### src/rtl/core/tpbs_pkg.sv
// Package for the three-phase breath sequencer.
// Holds phase and mode codes, register indexes, reset values and the
// command and status structs shared by the controller and the datapath.
`default_nettype none

package tpbs_pkg;

  localparam int DUR_W    = 16;
  localparam int CNT_W    = 8;
  localparam int HR_W     = 8;
  localparam int TIME_W   = 32;
  localparam int PCT_W    = 7;
  localparam int REM_W    = 7;
  localparam int DELTA_W  = 9;
  localparam int IDX_W    = 3;
  localparam int IN_W     = 40;
  localparam int OUT_W    = 40;

  // The progress quotient stays below 128, so seven restoring steps are enough.
  localparam int DIV_STEPS = 7;
  localparam int STEP_W    = 3;
  localparam int NUM_W     = DUR_W + PCT_W;
  localparam int DSH_W     = DUR_W + DIV_STEPS - 1;

  localparam logic [1:0] PH_IDLE   = 2'd0;
  localparam logic [1:0] PH_INHALE = 2'd1;
  localparam logic [1:0] PH_HOLD   = 2'd2;
  localparam logic [1:0] PH_EXHALE = 2'd3;

  localparam logic [1:0] MODE_UPDATE = 2'd0;
  localparam logic [1:0] MODE_START  = 2'd1;
  localparam logic [1:0] MODE_STOP   = 2'd2;

  localparam logic [IDX_W-1:0] CFG_INHALE   = 3'd0;
  localparam logic [IDX_W-1:0] CFG_HOLD     = 3'd1;
  localparam logic [IDX_W-1:0] CFG_EXHALE   = 3'd2;
  localparam logic [IDX_W-1:0] CFG_MAX_CYC  = 3'd3;
  localparam logic [IDX_W-1:0] CFG_BASE_HR  = 3'd4;

  localparam logic [DUR_W-1:0] INHALE_RST  = 16'd4000;
  localparam logic [DUR_W-1:0] HOLD_RST    = 16'd7000;
  localparam logic [DUR_W-1:0] EXHALE_RST  = 16'd8000;
  localparam logic [CNT_W-1:0] MAX_CYC_RST = 8'd4;
  localparam logic [HR_W-1:0]  BASE_HR_RST = 8'd0;

  localparam logic [PCT_W-1:0] PCT_FULL = 7'd100;
  localparam logic [DUR_W-1:0] MS_PER_S = 16'd1000;

  // Whole seconds come from a reciprocal multiply: x / 1000 = (x / 8) / 125.
  localparam int REM_PRE     = 3;
  localparam int REM_SHIFT   = 20;
  localparam int REM_DIVISOR = int'(MS_PER_S) >> REM_PRE;
  localparam int REM_RECIP   = ((1 << REM_SHIFT) + REM_DIVISOR - 1) / REM_DIVISOR;
  localparam int REM_PROD_W  = REM_SHIFT + REM_W;

  typedef struct packed {
    logic load_in;
    logic apply;
    logic setup;
    logic div_step;
    logic load_out;
  } cmd_t;

  typedef struct packed {
    logic div_last;
  } status_t;

endpackage

`default_nettype wire

### src/rtl/core/tpbs_ctrl.sv
// Controller state machine of the breath sequencer.
// Sequences apply, setup, divide and output load; owns the stream handshakes.
// Depends on tpbs_pkg.
`default_nettype none

module tpbs_ctrl (
  input  wire logic             clk,
  input  wire logic             rst,
  input  wire logic             s_tvalid,
  output logic                  s_tready,
  output logic                  m_tvalid,
  input  wire logic             m_tready,
  input  wire tpbs_pkg::status_t sts,
  output tpbs_pkg::cmd_t        cmd
);

  localparam logic [2:0] ST_IDLE  = 3'd0;
  localparam logic [2:0] ST_APPLY = 3'd1;
  localparam logic [2:0] ST_SETUP = 3'd2;
  localparam logic [2:0] ST_DIV   = 3'd3;
  localparam logic [2:0] ST_OUT   = 3'd4;

  logic [2:0] state;
  logic [2:0] state_next;
  logic       out_free;

  assign s_tready = (state == ST_IDLE);
  assign out_free = !m_tvalid || m_tready;

  always_comb begin
    state_next   = state;
    cmd          = '0;
    cmd.load_in  = s_tvalid && s_tready;
    unique case (state)
      ST_IDLE: begin
        if (s_tvalid) state_next = ST_APPLY;
      end
      ST_APPLY: begin
        cmd.apply  = 1'b1;
        state_next = ST_SETUP;
      end
      ST_SETUP: begin
        cmd.setup  = 1'b1;
        state_next = ST_DIV;
      end
      ST_DIV: begin
        cmd.div_step = 1'b1;
        if (sts.div_last) state_next = ST_OUT;
      end
      ST_OUT: begin
        if (out_free) begin
          cmd.load_out = 1'b1;
          state_next   = ST_IDLE;
        end
      end
      default: state_next = ST_IDLE;
    endcase
  end

  always_ff @(posedge clk) begin
    if (rst) begin
      state    <= ST_IDLE;
      m_tvalid <= 1'b0;
    end else begin
      state <= state_next;
      if (cmd.load_out) begin
        m_tvalid <= 1'b1;
      end else if (m_tready) begin
        m_tvalid <= 1'b0;
      end
    end
  end

`ifndef NO_ASSERTIONS
  a_accept_to_apply: assert property (@(posedge clk) disable iff (rst)
    s_tvalid && s_tready |=> state == ST_APPLY)
    else $error("accepted item did not start the apply step");
  a_load_when_free: assert property (@(posedge clk) disable iff (rst)
    cmd.load_out |-> out_free)
    else $error("output register overwritten while holding an item");
  a_div_exit: assert property (@(posedge clk) disable iff (rst)
    state == ST_DIV && sts.div_last |=> state == ST_OUT)
    else $error("divider finished but controller did not move to output");
`endif

endmodule

`default_nettype wire

### src/rtl/core/tpbs_datapath.sv
// Datapath of the breath sequencer: configuration and session registers,
// elapsed time, a seven-step restoring divider for the progress, a reciprocal
// multiply for the seconds and the output register. Depends on tpbs_pkg.
`default_nettype none

module tpbs_datapath (
  input  wire logic                          clk,
  input  wire logic                          rst,
  input  wire tpbs_pkg::cmd_t                cmd,
  output tpbs_pkg::status_t                  sts,
  input  wire logic [1:0]                    in_mode,
  input  wire logic [tpbs_pkg::IN_W-1:0]     in_data,
  input  wire logic                          cfg_we,
  input  wire logic [tpbs_pkg::IDX_W-1:0]    cfg_index,
  input  wire logic [tpbs_pkg::DUR_W-1:0]    cfg_data,
  output logic [tpbs_pkg::OUT_W-1:0]         out_data
);

  // Configuration registers.
  logic [tpbs_pkg::DUR_W-1:0] inhale_ms;
  logic [tpbs_pkg::DUR_W-1:0] hold_ms;
  logic [tpbs_pkg::DUR_W-1:0] exhale_ms;
  logic [tpbs_pkg::CNT_W-1:0] max_cycles;
  logic [tpbs_pkg::HR_W-1:0]  baseline_hr;

  // Session state.
  logic [1:0]                  cur_phase;
  logic [tpbs_pkg::TIME_W-1:0] phase_start;
  logic                        running;
  logic [tpbs_pkg::CNT_W-1:0]  cycle_count;
  logic                        done_flag;
  logic [tpbs_pkg::HR_W-1:0]   end_hr;

  logic [1:0]                  cur_phase_next;
  logic [tpbs_pkg::TIME_W-1:0] phase_start_next;
  logic                        running_next;
  logic [tpbs_pkg::CNT_W-1:0]  cycle_count_next;
  logic                        done_flag_next;

  // Captured item.
  logic [1:0]                  mode;
  logic [tpbs_pkg::TIME_W-1:0] now_ms;
  logic [tpbs_pkg::HR_W-1:0]   heart_rate;

  // Divider and result staging.
  logic                        show;
  logic                        full;
  logic [tpbs_pkg::NUM_W-1:0]  pct_num;
  logic [tpbs_pkg::DSH_W-1:0]  pct_div;
  logic [tpbs_pkg::PCT_W-1:0]  pct_q;
  logic [tpbs_pkg::DUR_W-1:0]  rem_num;
  logic [tpbs_pkg::REM_PROD_W-1:0] rem_prod;
  logic [tpbs_pkg::REM_W-1:0]  rem_q;
  logic [tpbs_pkg::STEP_W-1:0] step;

  logic [tpbs_pkg::TIME_W-1:0] elapsed;
  logic [tpbs_pkg::DUR_W-1:0]  dur;
  logic                        expired;
  logic [tpbs_pkg::DUR_W-1:0]  el16;
  logic                        pct_ge;
  logic [tpbs_pkg::PCT_W-1:0]  pct_out;
  logic [tpbs_pkg::REM_W-1:0]  rem_out;
  logic [tpbs_pkg::DELTA_W-1:0] delta;

  always_comb begin
    case (cur_phase)
      tpbs_pkg::PH_INHALE: dur = inhale_ms;
      tpbs_pkg::PH_HOLD:   dur = hold_ms;
      tpbs_pkg::PH_EXHALE: dur = exhale_ms;
      default:             dur = '0;
    endcase
  end

  assign elapsed = now_ms - phase_start;
  assign expired = elapsed >= tpbs_pkg::TIME_W'(dur);
  assign el16    = elapsed[tpbs_pkg::DUR_W-1:0];

  always_comb begin
    cur_phase_next   = cur_phase;
    phase_start_next = phase_start;
    running_next     = running;
    cycle_count_next = cycle_count;
    done_flag_next   = done_flag;
    case (mode)
      tpbs_pkg::MODE_START: begin
        running_next     = 1'b1;
        phase_start_next = now_ms;
        cur_phase_next   = tpbs_pkg::PH_INHALE;
        cycle_count_next = '0;
        done_flag_next   = 1'b0;
      end
      tpbs_pkg::MODE_STOP: begin
        running_next   = 1'b0;
        cur_phase_next = tpbs_pkg::PH_IDLE;
      end
      tpbs_pkg::MODE_UPDATE: begin
        if (running && expired) begin
          case (cur_phase)
            tpbs_pkg::PH_INHALE: begin
              cur_phase_next   = tpbs_pkg::PH_HOLD;
              phase_start_next = now_ms;
            end
            tpbs_pkg::PH_HOLD: begin
              cur_phase_next   = tpbs_pkg::PH_EXHALE;
              phase_start_next = now_ms;
            end
            tpbs_pkg::PH_EXHALE: begin
              cycle_count_next = cycle_count + 1'b1;
              if (cycle_count_next >= max_cycles) begin
                done_flag_next = 1'b1;
                running_next   = 1'b0;
                cur_phase_next = tpbs_pkg::PH_IDLE;
              end else begin
                cur_phase_next   = tpbs_pkg::PH_INHALE;
                phase_start_next = now_ms;
              end
            end
            default: ;
          endcase
        end
      end
      default: ;
    endcase
  end

  always_ff @(posedge clk) begin
    if (rst) begin
      inhale_ms   <= tpbs_pkg::INHALE_RST;
      hold_ms     <= tpbs_pkg::HOLD_RST;
      exhale_ms   <= tpbs_pkg::EXHALE_RST;
      max_cycles  <= tpbs_pkg::MAX_CYC_RST;
      baseline_hr <= tpbs_pkg::BASE_HR_RST;
    end else if (cfg_we) begin
      unique case (cfg_index)
        tpbs_pkg::CFG_INHALE:  inhale_ms   <= cfg_data;
        tpbs_pkg::CFG_HOLD:    hold_ms     <= cfg_data;
        tpbs_pkg::CFG_EXHALE:  exhale_ms   <= cfg_data;
        tpbs_pkg::CFG_MAX_CYC: max_cycles  <= cfg_data[tpbs_pkg::CNT_W-1:0];
        tpbs_pkg::CFG_BASE_HR: baseline_hr <= cfg_data[tpbs_pkg::HR_W-1:0];
        default: ;
      endcase
    end
  end

  always_ff @(posedge clk) begin
    if (rst) begin
      cur_phase   <= tpbs_pkg::PH_IDLE;
      phase_start <= '0;
      running     <= 1'b0;
      cycle_count <= '0;
      done_flag   <= 1'b0;
      end_hr      <= '0;
    end else if (cmd.apply) begin
      cur_phase   <= cur_phase_next;
      phase_start <= phase_start_next;
      running     <= running_next;
      cycle_count <= cycle_count_next;
      done_flag   <= done_flag_next;
      if (mode == tpbs_pkg::MODE_STOP) end_hr <= heart_rate;
    end
  end

  always_ff @(posedge clk) begin
    if (cmd.load_in) begin
      mode       <= in_mode;
      now_ms     <= in_data[tpbs_pkg::TIME_W-1:0];
      heart_rate <= in_data[tpbs_pkg::TIME_W +: tpbs_pkg::HR_W];
    end
  end

  assign pct_ge = pct_num >= tpbs_pkg::NUM_W'(pct_div);
  assign sts.div_last = (step == '0);

  assign rem_prod = tpbs_pkg::REM_PROD_W'(rem_num >> tpbs_pkg::REM_PRE) *
                    tpbs_pkg::REM_PROD_W'(tpbs_pkg::REM_RECIP);
  assign rem_q    = rem_prod[tpbs_pkg::REM_SHIFT +: tpbs_pkg::REM_W];

  always_ff @(posedge clk) begin
    if (rst) begin
      step <= '0;
    end else if (cmd.setup) begin
      step <= tpbs_pkg::STEP_W'(tpbs_pkg::DIV_STEPS - 1);
    end else if (cmd.div_step && step != '0) begin
      step <= step - 1'b1;
    end
  end

  always_ff @(posedge clk) begin
    if (cmd.setup) begin
      show    <= running && (cur_phase != tpbs_pkg::PH_IDLE);
      full    <= expired;
      pct_num <= tpbs_pkg::NUM_W'(el16) * tpbs_pkg::NUM_W'(tpbs_pkg::PCT_FULL);
      pct_div <= {dur, {(tpbs_pkg::DIV_STEPS-1){1'b0}}};
      pct_q   <= '0;
      rem_num <= dur - el16;
    end else if (cmd.div_step) begin
      if (pct_ge) pct_num <= pct_num - tpbs_pkg::NUM_W'(pct_div);
      pct_q   <= {pct_q[tpbs_pkg::PCT_W-2:0], pct_ge};
      pct_div <= pct_div >> 1;
    end
  end

  always_comb begin
    pct_out = '0;
    rem_out = '0;
    if (show) begin
      if (full) begin
        pct_out = tpbs_pkg::PCT_FULL;
      end else begin
        pct_out = pct_q;
        rem_out = rem_q;
      end
    end
  end

  assign delta = (end_hr != '0 && baseline_hr != '0) ?
                 (tpbs_pkg::DELTA_W'(end_hr) - tpbs_pkg::DELTA_W'(baseline_hr)) : '0;

  always_ff @(posedge clk) begin
    if (cmd.load_out) begin
      out_data <= {5'b0, delta, rem_out, pct_out, done_flag, running, cycle_count,
                   cur_phase};
    end
  end

`ifndef NO_ASSERTIONS
  a_run_phase: assert property (@(posedge clk) disable iff (rst)
    running == (cur_phase != tpbs_pkg::PH_IDLE))
    else $error("running flag and phase disagree");
  a_pct_range: assert property (@(posedge clk) disable iff (rst)
    cmd.load_out && show && !full |-> pct_q < tpbs_pkg::PCT_FULL)
    else $error("progress quotient out of range");
  a_div_count: assert property (@(posedge clk) disable iff (rst)
    cmd.setup |=> step == tpbs_pkg::STEP_W'(tpbs_pkg::DIV_STEPS - 1))
    else $error("divider step count not loaded");
`endif

endmodule

`default_nettype wire

### src/rtl/core/three_phase_breath_sequencer_unit.sv
// The seven-step restoring divider forms the progress percentage, and the
// seconds come from a multiply beside it. An item is accepted only in idle,
// after the previous item has been loaded into the output register.
// A new item is taken while the previous result still waits on the output.
// Reset (rst, synchronous, active high) returns the configuration registers to
// their defaults and the session to idle.
`default_nettype none

module three_phase_breath_sequencer_unit (
  input  wire logic                       clk,
  input  wire logic                       rst,
  input  wire logic                       s_tvalid,
  output logic                            s_tready,
  input  wire logic [tpbs_pkg::IN_W-1:0]  s_tdata,  // now_ms[31:0], heart_rate[39:32]
  input  wire logic [1:0]                 s_tuser,  // mode[1:0]
  output logic                            m_tvalid,
  input  wire logic                       m_tready,
  // phase[1:0], cycles_done[9:2], active[10], finished[11],
  // progress_pct[18:12], remaining_s[25:19], hr_delta[34:26]
  output logic [tpbs_pkg::OUT_W-1:0]      m_tdata,
  input  wire logic                       cfg_valid,
  output logic                            cfg_ready,
  input  wire logic [tpbs_pkg::IDX_W-1:0] cfg_index,
  input  wire logic [tpbs_pkg::DUR_W-1:0] cfg_data
);

  tpbs_pkg::cmd_t    cmd;
  tpbs_pkg::status_t sts;

  assign cfg_ready = 1'b1;

  tpbs_ctrl u_ctrl (
    .clk      (clk),
    .rst      (rst),
    .s_tvalid (s_tvalid),
    .s_tready (s_tready),
    .m_tvalid (m_tvalid),
    .m_tready (m_tready),
    .sts      (sts),
    .cmd      (cmd)
  );

  tpbs_datapath u_datapath (
    .clk       (clk),
    .rst       (rst),
    .cmd       (cmd),
    .sts       (sts),
    .in_mode   (s_tuser),
    .in_data   (s_tdata),
    .cfg_we    (cfg_valid && cfg_ready),
    .cfg_index (cfg_index),
    .cfg_data  (cfg_data),
    .out_data  (m_tdata)
  );

endmodule

`default_nettype wire
### config.mk
export PLATFORM = sky130hd
export DESIGN_NAME = three_phase_breath_sequencer_unit
export DESIGN_NICKNAME = d
export VERILOG_FILES = /design/src/rtl/core/tpbs_pkg.sv /design/src/rtl/core/tpbs_ctrl.sv /design/src/rtl/core/tpbs_datapath.sv /design/src/rtl/core/three_phase_breath_sequencer_unit.sv
export SDC_FILE = /design/constraint.sdc
export NUM_CORES = 1
export LEC_CHECK = 0
export BUFFER_PORTS_ARGS = -buffer_cell sky130_fd_sc_hd__buf_2
export CORE_ASPECT_RATIO = 1.5
export CORE_UTILIZATION = 50
export DETAILED_ROUTE_END_ITERATION = 12
export GPL_ROUTABILITY_DRIVEN = 0
export GPL_TIMING_DRIVEN = 0
export PLACE_DENSITY = 0.67
export SYNTH_ARGS = -nofsm -noshare
export SYNTH_HDL_FRONTEND = slang
export SYNTH_HIERARCHICAL = 1
export SYNTH_SLANG_ARGS = --single-unit
### constraint.sdc
create_clock -name clk -period 7.46 [get_ports clk]
set_input_delay 1.492 -clock clk [delete_from_list [all_inputs] [get_ports clk]]
set_output_delay 1.492 -clock clk [all_outputs]
set_load 0.05 [all_outputs]
After elaboration in Yosys (flattened, before gate mapping):

Cells that the tools add are included.

* $add $sub $neg: 6
* $mul: 2
* div/mod/pow operators: 0
* $lt $le $gt $ge: 3
* equal/unequal tests: 22
* shift-type cells: 0
* mux-type cells: 39
* bitwise operators: 1
* reductions and logical operators: 38

Operator list (number)
* 32-bit case mux with 2 select lines: 2
* 23-bit two-way mux: 3
* 32-bit two-way mux: 2
* 16-bit case mux with 3 select lines: 1
* 22-bit two-way mux: 2
* 32-bit by 16-bit >= comparator with 1-bit output: 1
* 32-bit subtractor: 1
* 13-bit by 14-bit multiplier with 27-bit output, second input constant: 1
* 23-bit by 22-bit >= comparator with 1-bit output: 1
* 23-bit by 22-bit subtractor with 23-bit output: 1
* 16-bit by 5-bit multiplier with 21-bit output, second input constant: 1
* 8-bit two-way mux: 2
* 8-bit case mux with 2 select lines: 1
* 2-bit AND reduction: 8
* 8-bit nonzero test: 2
* 16-bit subtractor: 1
* 3-bit two-way mux: 5
* 3-bit case mux with 5 select lines: 1
* 5-bit AND reduction: 3
* 1-bit two-way mux: 14
* 3-bit by 2-bit == test with 1-bit output, second input constant: 4
* 2-bit case mux with 3 select lines: 2
* 2-bit nonzero test: 6
* 3-bit logical NOT: 3
* other kinds (26): 43

* flip-flop bits (word level): 270
* latch bits: 0
* memory bits (writable): 0
* bits in read-only memories: 0
* output and inout bits: 43
* logic and storage cells: 141
* memories: 0

Logic depth before layout (Yosys ltp):

Gate-level depths: netlist (run 1).

* word-level depth: 6
* gate-level depth with buffers: 23
* depth with buffers taken out: 23

By module:

The synthesis (run 1) kept the hierarchy.

By module, submodules not included
* tpbs_datapath: instances 1, cells each 1989, area an instance 18479.0 um^2, seq. area each 6556.3 um^2
* tpbs_ctrl: instances 1, cells each 23, area an instance 216.5 um^2, seq. area each 80.1 um^2
* three_phase_breath_sequencer_unit: instances 1, cells each 2, area an instance 11.3 um^2, seq. area each 0.0 um^2

Worst setup path before layout (run 1):

OpenSTA, ideal clock, no wires.

* path kind: reg-to-reg
* start: reg u_datapath/now_ms[0] (netlist bit)
* end: reg u_datapath.running
* arrival time: 5.135 ns
* slack: 2.221 ns
* stages on the path, launching flop included: 21
* path through: edfxtp_1 > inv_1 > ha_1 > inv_1 > fa_1 > a211o_2 > a221oi_2 > and2_1 > o311ai_0 > a21oi_1 > xnor2_1 > ha_1 > a21oi_1 > o221ai_1 > or4_1 > nor4_1 > nand4_1 > or4_2 > o41ai_4 > o31ai_2 > a2111oi_2

* word-level cells in the longest chain between the ends: 5

RTL lines
* from (decl): line tpbs_datapath.sv:42 `logic [tpbs_pkg::TIME_W-1:0] now_ms;`
* from (signal assigned): line tpbs_datapath.sv:166 `now_ms <= in_data[tpbs_pkg::TIME_W-1:0];`
* 32-bit subtractor: line tpbs_datapath.sv:74 `assign elapsed = now_ms - phase_start;`
* 32-bit by 16-bit >= comparator with 1-bit output: line tpbs_datapath.sv:75 `assign expired = elapsed >= tpbs_pkg::TIME_W'(dur);`
* 1-bit logical AND: line tpbs_datapath.sv:97 `if (running && expired) begin`
* 2-bit by 1-bit inequality test with 1-bit output (no line)
* 5-bit AND reduction (no line)
* to (signal assigned): line tpbs_datapath.sv:156 `running <= running_next;`
* to (decl): line tpbs_datapath.sv:29 `logic running;`

No other way between the ends.
A chain may end at the register's enable or synchronous reset.

Worst setup path after layout (run 1):

* start: reg u_datapath/now_ms[4] (netlist bit)
* end: reg u_datapath.running

Same word-level chain as after synthesis.

==> results.toml, run 1 <==
[synth]
yosysUniqueCellTypes = 96
ys_ff_latch = 267
synth_commonest_cells = "240 x ha_1, 240 x nand2_1, 208 x inv_1"
syn_inst = 2014
synthFlopType = "dfxtp_1"
yosys-top-cells-area = "edfxtp_1 21%, ha_1 16%, dfxtp_1 15%"
yosysTopAreaCell = "edfxtp_1"
seq_area_frac_synth = 0.355
syn_avg_cell_area_um2 = 9.29
synth_edf_count = 129
synth_top_area_frac = 0.207
syn_area_um2 = 18700
async_reset_ff_frac = 0
ys_warn_count = 6

[clocking]
cts_tree = "yes"
numCtsBuffers = 28
cts-root-buf = "clkbuf_16"
cts_setup_buffers = 0
cts.reportedPaths.clkPinSlew_ns = 0.07
cts_resized = 0
clock_sinks = 267
htree_levels = 1
holdBufCountCts = 0
clock_path_buffers = 3
clkLatencyLatePin_ns = 0.59

[final_layout]
syn_to_final_growth_pct = 11.5
design_area_um2 = 20900
nets = 2493
drive_above_1_share = 0.0989
fillers = 3370

[placement]
postPlaceCellArea_um2 = 19900
dp_hpwl_um = 35600
io_buffers = 102
dp_slack_ns = 1.29

[sta]
skew_ns = 0.0224
tns_ns = 0
hold_viol = 0
fin_ws_ns = 1.23
drv_slew = 0
slew_headroom = 0.237
worst_slew_pin_slew_ns = 1.14
clock.fmax_ghz = 0.161
layout_min_cycle_time_ns = 6.23
finalSetupViolCount = 0
rsz0062_at_grt = "false"
finalCritPeriodShare = 0.835

[global_routing]
grt_pass1_vias = 15000
grt_usage = 0.236
grt_antenna_before_repair = 2
grt.overflow.total = 0
grt_pass1_wl_um = 73300
grt_start_max_net_pins = 29

[drt]
route.detailed.drc = 0
wl_per_cell_um = 16.9
drt-vias-per-instance = 5.62
firstDrtPassIters = 8
wirelength_um = 45000
ant_nets = 0
drtIter0Drc = 884
vias = 15000

[flow_run]
drv_cap = 0

[floorplan]
die-area_um2 = 38200
design.core.area_um2 = 36800
std_cell_rows = 86
die_w_um = 160
die_h_um = 239
ioPinCount = 109
start_util = 0.508

[setup_path]
cp_max_fo = 6
end_kind = "register"
cp.arrival_ns = 6.72
path_class = "reg2reg"
worstPathRequired_ns = 7.95
worst-r2r-cell-count = 16
startpoint_type = "register"

[pwr]
p_leak_nw = 8.61
irDropWorstVdd_mv = 0.196
power_w = 0.00543
pwr_density_cell_nw_per_um2 = 260

[min_path]
hold_depth = 2
min_path_type = "reg2reg"

[run_status]
status = "complete, no violations"
critical path, stage by stage (launching register included):
cell	delay (ns)
edfxtp_1	0.45
ha_1	0.38
a2111o_1	0.48
o211ai_1	0.33
nand3_1	0.23
xor2_1	0.70
ha_1	0.45
a21o_1	0.19
a21oi_1	0.27
o221ai_1	0.17
or4_1	0.53
nor4_1	0.20
nand4_1	0.13
or4_2	0.74
o41ai_4	0.41
o31ai_2	0.13
a2111oi_2	0.35
worst paths after layout:
kind                                 start  slack, ns                  endpoint
setup / recovery      u_datapath/now_ms[4]       1.23        u_datapath/running
hold / removal    u_datapath/inhale_ms[12]       0.46  u_datapath/inhale_ms[12]
setup reg to reg      u_datapath/now_ms[4]       1.23        u_datapath/running
hold reg to reg   u_datapath/inhale_ms[12]       0.46  u_datapath/inhale_ms[12]
state kept, by name, summed over array words and instances (netlist names), 13 cells and up:
| name | cells |
|---|---|
| u_datapath/pct_div | 22 |
| u_datapath/out_data | 35 |
| u_datapath/pct_num | 23 |
| u_datapath/inhale_ms | 16 |
| u_datapath/exhale_ms | 16 |
| u_datapath/hold_ms | 16 |
| u_datapath/phase_start | 32 |
| u_datapath/rem_num | 13 |
| u_datapath/now_ms | 32 |
through the flow:
stage / cells / hold WS (ns) / util
2_1_floorplan: 2018 / 0.409 / -
3_3_place_gp: 2604 / 0.442 / 0.539
3_5_place_dp: 2607 / 0.430 / 0.541
4_1_cts: 2659 / 0.455 / 0.567
5_1_grt: 2660 / 0.474 / 0.567
6_report: 2661 / 0.458 / 0.567
metal layers:
layer,global-route usage,vias to the layer above,part of all wire
li1,-,7353,-
met2,0.444,366,0.52
met5,0,-,0
met3,0.0252,112,0.038
met4,0.111,0,0.044
met1,0.264,7122,0.40
cells in the final DEF, fill, tap and decap left out, types with 15 or more instances in the layout:
cell,synthesis,layout
nand2_1,240,240
ha_1,240,240
nor2b_1,24,23
nor3_1,36,36
dfxtp_1,138,138
fa_1,34,34
o21ai_0,69,69
xnor2_1,39,39
xor2_1,29,29
edfxtp_1,129,129
nand4_1,16,16
o21a_1,19,19
clkbuf_1,52,57
inv_1,208,208
nor2_1,99,99
mux2i_1,56,56
and2_1,17,16
clkbuf_16,0,28
buf_2,2,104
a222oi_1,16,16
a211oi_1,15,15
a21oi_1,125,125
nand2b_1,89,89
a21o_1,33,33
nand3b_1,23,23
nand3_1,36,36
cell families after synthesis:
logic type | Yosys count | share of synthesized area
other | 2 | 0.000401
buffers and inverters | 286 | 0.0633
AOI/OAI and AO/OA | 401 | 0.145
DFF | 267 | 0.355
adders and majority gates | 274 | 0.197
xor gates and xnor gates | 68 | 0.0318
and+or+nand+nor | 658 | 0.176
muxes | 58 | 0.0314
power by group:
part	leakage (nW)	total (W)	internal [W]	switching, W
Sequential	2.30	0.00170	0.00165	0.0000577
Clock	0.455	0.00144	0.000829	0.000611
Combinational	5.86	0.00228	0.000978	0.00130
Total	8.61	0.00543	0.00345	0.00197
layout make-up:
class | instances | area (µm²) | share of cell area
plain buffers | 77 | 399 | 0.0191
well taps | 484 | 606 | 0.0290
multi-input cells | 1465 | 10900 | 0.523
clock inverters | 16 | 190 | 0.00912
diodes | 2 | 5.00 | 0.000240
repair buffers | 105 | 562 | 0.0269
flip-flops and latches | 267 | 6640 | 0.318
clock buffers | 36 | 761 | 0.0365
inverters | 209 | 785 | 0.0376
Note: power is estimated with default switching activity, not from simulation.
==> run 2: changes to the inputs <==
--- a/config.mk
+++ b/config.mk
@@ -11,7 +11,7 @@
 export DETAILED_ROUTE_END_ITERATION = 12
 export GPL_ROUTABILITY_DRIVEN = 0
 export GPL_TIMING_DRIVEN = 0
-export PLACE_DENSITY = 0.67
+export PLACE_DENSITY = 0.7
 export SYNTH_ARGS = -nofsm -noshare
 export SYNTH_HDL_FRONTEND = slang
 export SYNTH_HIERARCHICAL = 1
==> constraint.sdc (replaced) <==
create_clock -name clk -period 5 [get_ports clk]
set_input_delay 1 -clock clk [delete_from_list [all_inputs] [get_ports clk]]
set_output_delay 1 -clock clk [all_outputs]
set_load 0.05 [all_outputs]
==> run 2 against run 1 <==
Compared with the run above:
- the flow now finishes with violations (setup timing)
- cell area rose by 4.8%
- highest routed layer is now met5
- critical endpoint is now u_datapath/pct_num[22]
- wire length rose by 4.0%
- flip-flop and latch count did not move
- critical path depth rose by 5
- critical path type unchanged
- largest cell class unchanged
- clock skew fell by 0.0068 ns
- worst hold slack got worse by 0.00083 ns
- final cell count rose by 1.3%
- die area did not move
==> results.toml, run 2 (synthesized netlist as in run 1, its figures left out) <==
[floorplan]
start_util = 0.508
die_w_um = 160
die-area_um2 = 38200
std_cell_rows = 86
design.core.area_um2 = 36800
die_h_um = 239
ioPinCount = 109

[setup_path]
cp_slowest_cell = "fa_1"
cp_max_fo = 5
path_class = "reg2reg"
cp_cell_sequence = "inv_1 > ha_2 > inv_2 > fa_2 > a211o_4 > buf_4 > a21oi_4 > o21ai_0 > xor2_2 > ha_1 > ha_1 > inv_1 > fa_1 > inv_1 > ha_1 > or3_4 > o211ai_1 > a21oi_1 > o31ai_1 > o21ai_1 > o21ai_1"
path_buf_inv = 5
worstPathRequired_ns = 5.43
cp.arrival_ns = 5.59
startpoint_type = "register"
end_kind = "register"
crit_family = "adder cells"
max_stage_delay_ns = 0.53

[run_status]
violations = "setup timing"
status = "finished, violations left"

[clocking]
htree_levels = 1
clock_sinks = 267
clkLatencyLatePin_ns = 0.57
cts-root-buf = "clkbuf_16"
cts.reportedPaths.clkPinSlew_ns = 0.07
clock_path_buffers = 3
cts_tree = "yes"
holdBufCountCts = 0
numCtsBuffers = 27

[pwr]
irDropWorstVdd_mv = 0.300
pwr_density_cell_nw_per_um2 = 406
p_leak_nw = 8.93

[drt]
highest-signal-layer = "met5"
route.met3.wl_um = 1910
vias = 15300
wl_per_cell_um = 17.4
wl_met1_um = 18000
drt-vias-per-instance = 5.67
drtIter0Drc = 887
route.met2.wl_um = 24700
wirelength_um = 46800
route.detailed.drc = 0
firstDrtPassIters = 6
ant_nets = 0

[final_layout]
regArea_um2 = 6640
design_area_um2 = 21900
nets = 2530
layout_commonest_cell = "nand2_1"
multi_input_area_um2 = 11500
top_regs = "u_datapath/out_data: 35 flops, u_datapath/now_ms: 32 flops, u_datapath/phase_start: 32 flops"
top_register = "u_datapath/out_data"
drive_above_1_share = 0.150
syn_to_final_growth_pct = 16.8
mostFrequentLayoutCells = "239 x nand2_1, 220 x ha_1, 204 x inv_1"
fillers = 3140
largest_register_ffs = 35

[sta]
tns_ns = -3.10
slew_headroom = 0.250
finalSetupViolCount = 47
clock.fmax_ghz = 0.194
layout_min_cycle_time_ns = 5.17
rsz0062_at_grt = "true"
fin_ws_ns = -0.165
drv_slew = 0
skew_ns = 0.0156
finalCritPeriodShare = 1.03
worst_slew_pin_slew_ns = 1.12
hold_viol = 0

[global_routing]
grt_pass1_wl_um = 74300
grt_usage = 0.240
grt_pass1_vias = 15300
grt.overflow.total = 0
grt_antenna_before_repair = 2
grt_start_max_net_pins = 33

[min_path]
min_path_type = "reg2reg"

[flow_run]
drv_cap = 0

[placement]
io_buffers = 102
dp_hpwl_um = 35400
postPlaceCellArea_um2 = 19900
-- run 2: cell types whose count changed in the layout (fill, tap and decap cells not counted), sizes merged --
cell and delta:
clkinv -3, buf +38, bufinv -2, clkbuf +4
diode -1, inv -1
-- run 2: layout make-up --
type                       instances  area share
multi-input combinational       1465       0.528
sequential                       267       0.304
timing repair buffer             145      0.0421
clock buffer                      40      0.0374
inverter                         209      0.0359
tap                              484      0.0277
buffer                            75      0.0203
clock inverter                    10     0.00452
antenna                            1    0.000115
-- run 2: power by group --
group / internal, W / switching, W
sequential: 0.00246 / 0.0000850
clock: 0.00119 / 0.000882
combinational: 0.00198 / 0.00229
total: 0.00563 / 0.00325
-- run 2: routing by layer --
layer	track usage	vias to the layer above
met5	0	-
met4	0.119	2
met3	0.0243	138
met2	0.458	417
met1	0.262	7306
li1	-	7426
-- run 2: what timing repair did --
action / in CTS / in global routing
setup buffers: 21 / 18
cloned: 0 / 2
gates resized for setup: 66 / 47
setup endpoints to repair: 53 / 54
pin swaps: 36 / 29
-- run 2: worst paths after layout --
path                                 from                       to  depth (start not counted)  slack [ns]
hold reg to reg   u_datapath/inhale_ms[3]  u_datapath/inhale_ms[3]                          2        0.46
setup reg to reg     u_datapath/now_ms[0]   u_datapath/pct_num[22]                         21       -0.17
setup / recovery     u_datapath/now_ms[0]   u_datapath/pct_num[22]                         21       -0.17
hold / removal    u_datapath/inhale_ms[3]  u_datapath/inhale_ms[3]                          2        0.46
-- run 2: per-stage QoR --
stage | worst slack, ns | instances | hold slack [ns] | power, W | util
floorplan | -0.00805 | 2018 | 0.409 | 0.00523 | -
global placement | -1.12 | 2604 | 0.441 | 0.00590 | 0.540
detailed placement | -1.26 | 2607 | 0.424 | 0.00600 | 0.542
CTS | -0.112 | 2676 | 0.455 | 0.00842 | 0.582
global route | -0.374 | 2696 | 0.473 | 0.00950 | 0.594
finish | -0.165 | 2696 | 0.457 | 0.00888 | 0.594
-- run 2: worst register-to-register path, delay by kind of cell (launching register included) --
kind	cells	cell delay (ns)
XOR/XNOR	1	0.39
buffers and inverters	5	0.36
AO/OA/AOI/OAI	8	1.57
flip-flops	1	0.43
AND/OR/NAND/NOR	1	0.38
adder cells (fa/ha/maj)	6	1.90
==> run 3: changes to the inputs <==
--- a/config.mk
+++ b/config.mk
@@ -7,11 +7,10 @@
 export LEC_CHECK = 0
 export BUFFER_PORTS_ARGS = -buffer_cell sky130_fd_sc_hd__buf_2
 export CORE_ASPECT_RATIO = 1.5
-export CORE_UTILIZATION = 50
+export CORE_UTILIZATION = 34
 export DETAILED_ROUTE_END_ITERATION = 12
 export GPL_ROUTABILITY_DRIVEN = 0
 export GPL_TIMING_DRIVEN = 0
-export PLACE_DENSITY = 0.7
 export SYNTH_ARGS = -nofsm -noshare
 export SYNTH_HDL_FRONTEND = slang
 export SYNTH_HIERARCHICAL = 1
==> run 3 against run 2 <==
Compared with the run above:
- the run ends with DRC, setup timing left
- critical path type unchanged
- largest power group unchanged
- via count down 0.21%
- global-route usage down 6.3 points
- combinational power about the same
- clock-buffer cell count up 1
==> results.toml, run 3 (synthesized netlist as in run 1, its figures left out) <==
[sta]
finalSetupViolCount = 48
fin_ws_ns = -0.247
finalCritPeriodShare = 1.05
skew_ns = 0.0200
rsz0062_at_grt = "true"
drv_slew = 0
slew_headroom = 0.237
clock.fmax_ghz = 0.191
layout_min_cycle_time_ns = 5.25
worst_slew_pin_slew_ns = 1.14
hold_viol = 0

[pwr]
p_switching_w = 0.00332
pwr_density_cell_nw_per_um2 = 400
p_leak_nw = 9.03
clockPowerShare = 0.236
switching_share = 0.372
p_seq_frac = 0.285
p_int_w = 0.00561
irDropWorstVdd_mv = 0.331
power_w = 0.00893
p_comb_frac = 0.479

[drt]
firstDrtPassIters = 11
route.met3.wl_um = 2100
ant_nets = 0
wl_met1_um = 19100
highest-signal-layer = "met5"
route.detailed.drc = 8
wl_per_cell_um = 17.4
wirelength_um = 50600
drt-vias-per-instance = 5.23
route.met2.wl_um = 27100
vias = 15300
drtIter0Drc = 985

[run_status]
violations = "DRC, setup timing"
status = "finished, violations left"

[final_layout]
top_regs = "u_datapath/out_data: 35 flops, u_datapath/now_ms: 32 flops, u_datapath/phase_start: 32 flops"
largest_register_ffs = 35
design_area_um2 = 22300
syn_to_final_growth_pct = 19.3
nets = 2544
postLayoutCoreUtil = 0.413
mostFrequentLayoutCells = "239 x nand2_1, 217 x ha_1, 202 x inv_1"
layout_commonest_cell = "nand2_1"
drive_above_1_share = 0.156
top_register = "u_datapath/out_data"

[setup_path]
path_class = "reg2reg"
startpoint_type = "register"
cp.arrival_ns = 5.71
end_kind = "register"
worstPathRequired_ns = 5.46
worst-r2r-cell-count = 24
cp_max_fo = 7

[floorplan]
start_util = 0.346
die-area_um2 = 56000
die_w_um = 194
design.core.area_um2 = 54000
ioPinCount = 109
die_h_um = 289
std_cell_rows = 104

[placement]
dp_hpwl_um = 39100
postPlaceCellArea_um2 = 20200
io_buffers = 102
dp_slack_ns = -1.20

[clocking]
cts.reportedPaths.clkPinSlew_ns = 0.06
numCtsBuffers = 28
clkLatencyLatePin_ns = 0.59
cts_tree = "yes"
cts-root-buf = "clkbuf_16"
holdBufCountCts = 0
clock_path_buffers = 3
htree_levels = 1
clock_sinks = 267

[global_routing]
grt_start_max_net_pins = 29
grt.overflow.total = 0
grt_pass1_vias = 15400
grt_pass1_wl_um = 79900
grt_usage = 0.177
grt_antenna_before_repair = 3

[min_path]
hold_depth = 0
min_path_type = "reg2reg"

[flow_run]
drv_cap = 0
-- run 3: cell types whose count changed in the layout (fill, tap and decap cells not counted), moves of 3 or more --
| cell | previous run | this run |
|---|---|---|
| buf_12 | 6 | 10 |
| buf_4 | 42 | 47 |
| buf_6 | 8 | 11 |
| clkbuf_1 | 53 | 57 |
| ha_1 | 220 | 217 |
-- run 3: cell type report --
cell class                      instances  area (µm²)
Fill cell                            5278       31700
Multi-Input combinational cell       1465       11600
Sequential cell                       267        6640
Timing Repair Buffer                  159        1100
Tap cell                              689         862
Clock buffer                           41         811
Inverter                              209         790
Buffer                                 74         422
Clock inverter                         11         120
Antenna cell                            1        2.50
-- run 3: metrics by stage --
stage | hold slack, ns | std cells | setup TNS [ns]
finish | 0.452 | 2916 | -7.99
global route | 0.475 | 2915 | -13.90
CTS | 0.457 | 2898 | -1.08
detailed placement | 0.427 | 2812 | -50.99
global placement | 0.436 | 2809 | -59.61
floorplan | 0.409 | 2018 | -0.0119
-- run 3: worst paths after layout --
kind,slack [ns],end,startpoint
worst max-delay path,-0.25,u_datapath/phase_start[12],u_datapath/now_ms[0]
worst min-delay path,0.45,u_datapath/out_data[11],u_datapath/done_flag
worst min register to register,0.45,u_datapath/out_data[11],u_datapath/done_flag
worst max register to register,-0.25,u_datapath/phase_start[12],u_datapath/now_ms[0]
-- run 3: metal layers --
metal | global-route usage | vias up
met1 | 0.184 | 7291
met3 | 0.0204 | 130
met2 | 0.353 | 385
met5 | 0 | -
li1 | - | 7447
met4 | 0.0808 | 4
-- run 3: what timing repair did --
action | 4_1_cts | 5_1_grt
pin swaps | 54 | 23
gates resized for setup | 94 | 33
endpoints found under the setup margin | 53 | 55
cloned | 3 | 0
buffers inserted | 32 | 22
-- run 3: power by group through the flow --
stage	registers [W]	clock network (W)	logic (W)
after floorplan	0.00257	0	0.00265
after global placement	0.00259	0	0.00336
after detailed placement	0.00259	0	0.00345
after CTS	0.00255	0.00217	0.00404
after global routing	0.00256	0.00225	0.00473
final	0.00255	0.00211	0.00427
-- run 3: critical path, stage by stage, from the launching register on --
cell	delay [ns]
edfxtp_1	0.43
inv_1	0.08
ha_2	0.18
inv_2	0.04
fa_2	0.35
a211o_4	0.37
a221oi_4	0.29
and2_4	0.22
nor2_1	0.05
a21o_1	0.20
xor2_4	0.26
buf_12	0.15
ha_4	0.19
nand2_2	0.06
o21a_1	0.17
a221o_1	0.20
a21oi_4	0.06
nor4b_2	0.27
nand4_1	0.15
nor4_2	0.27
nand4_1	0.29
a41o_4	0.41
buf_12	0.16
buf_12	0.13
mux2i_1	0.11
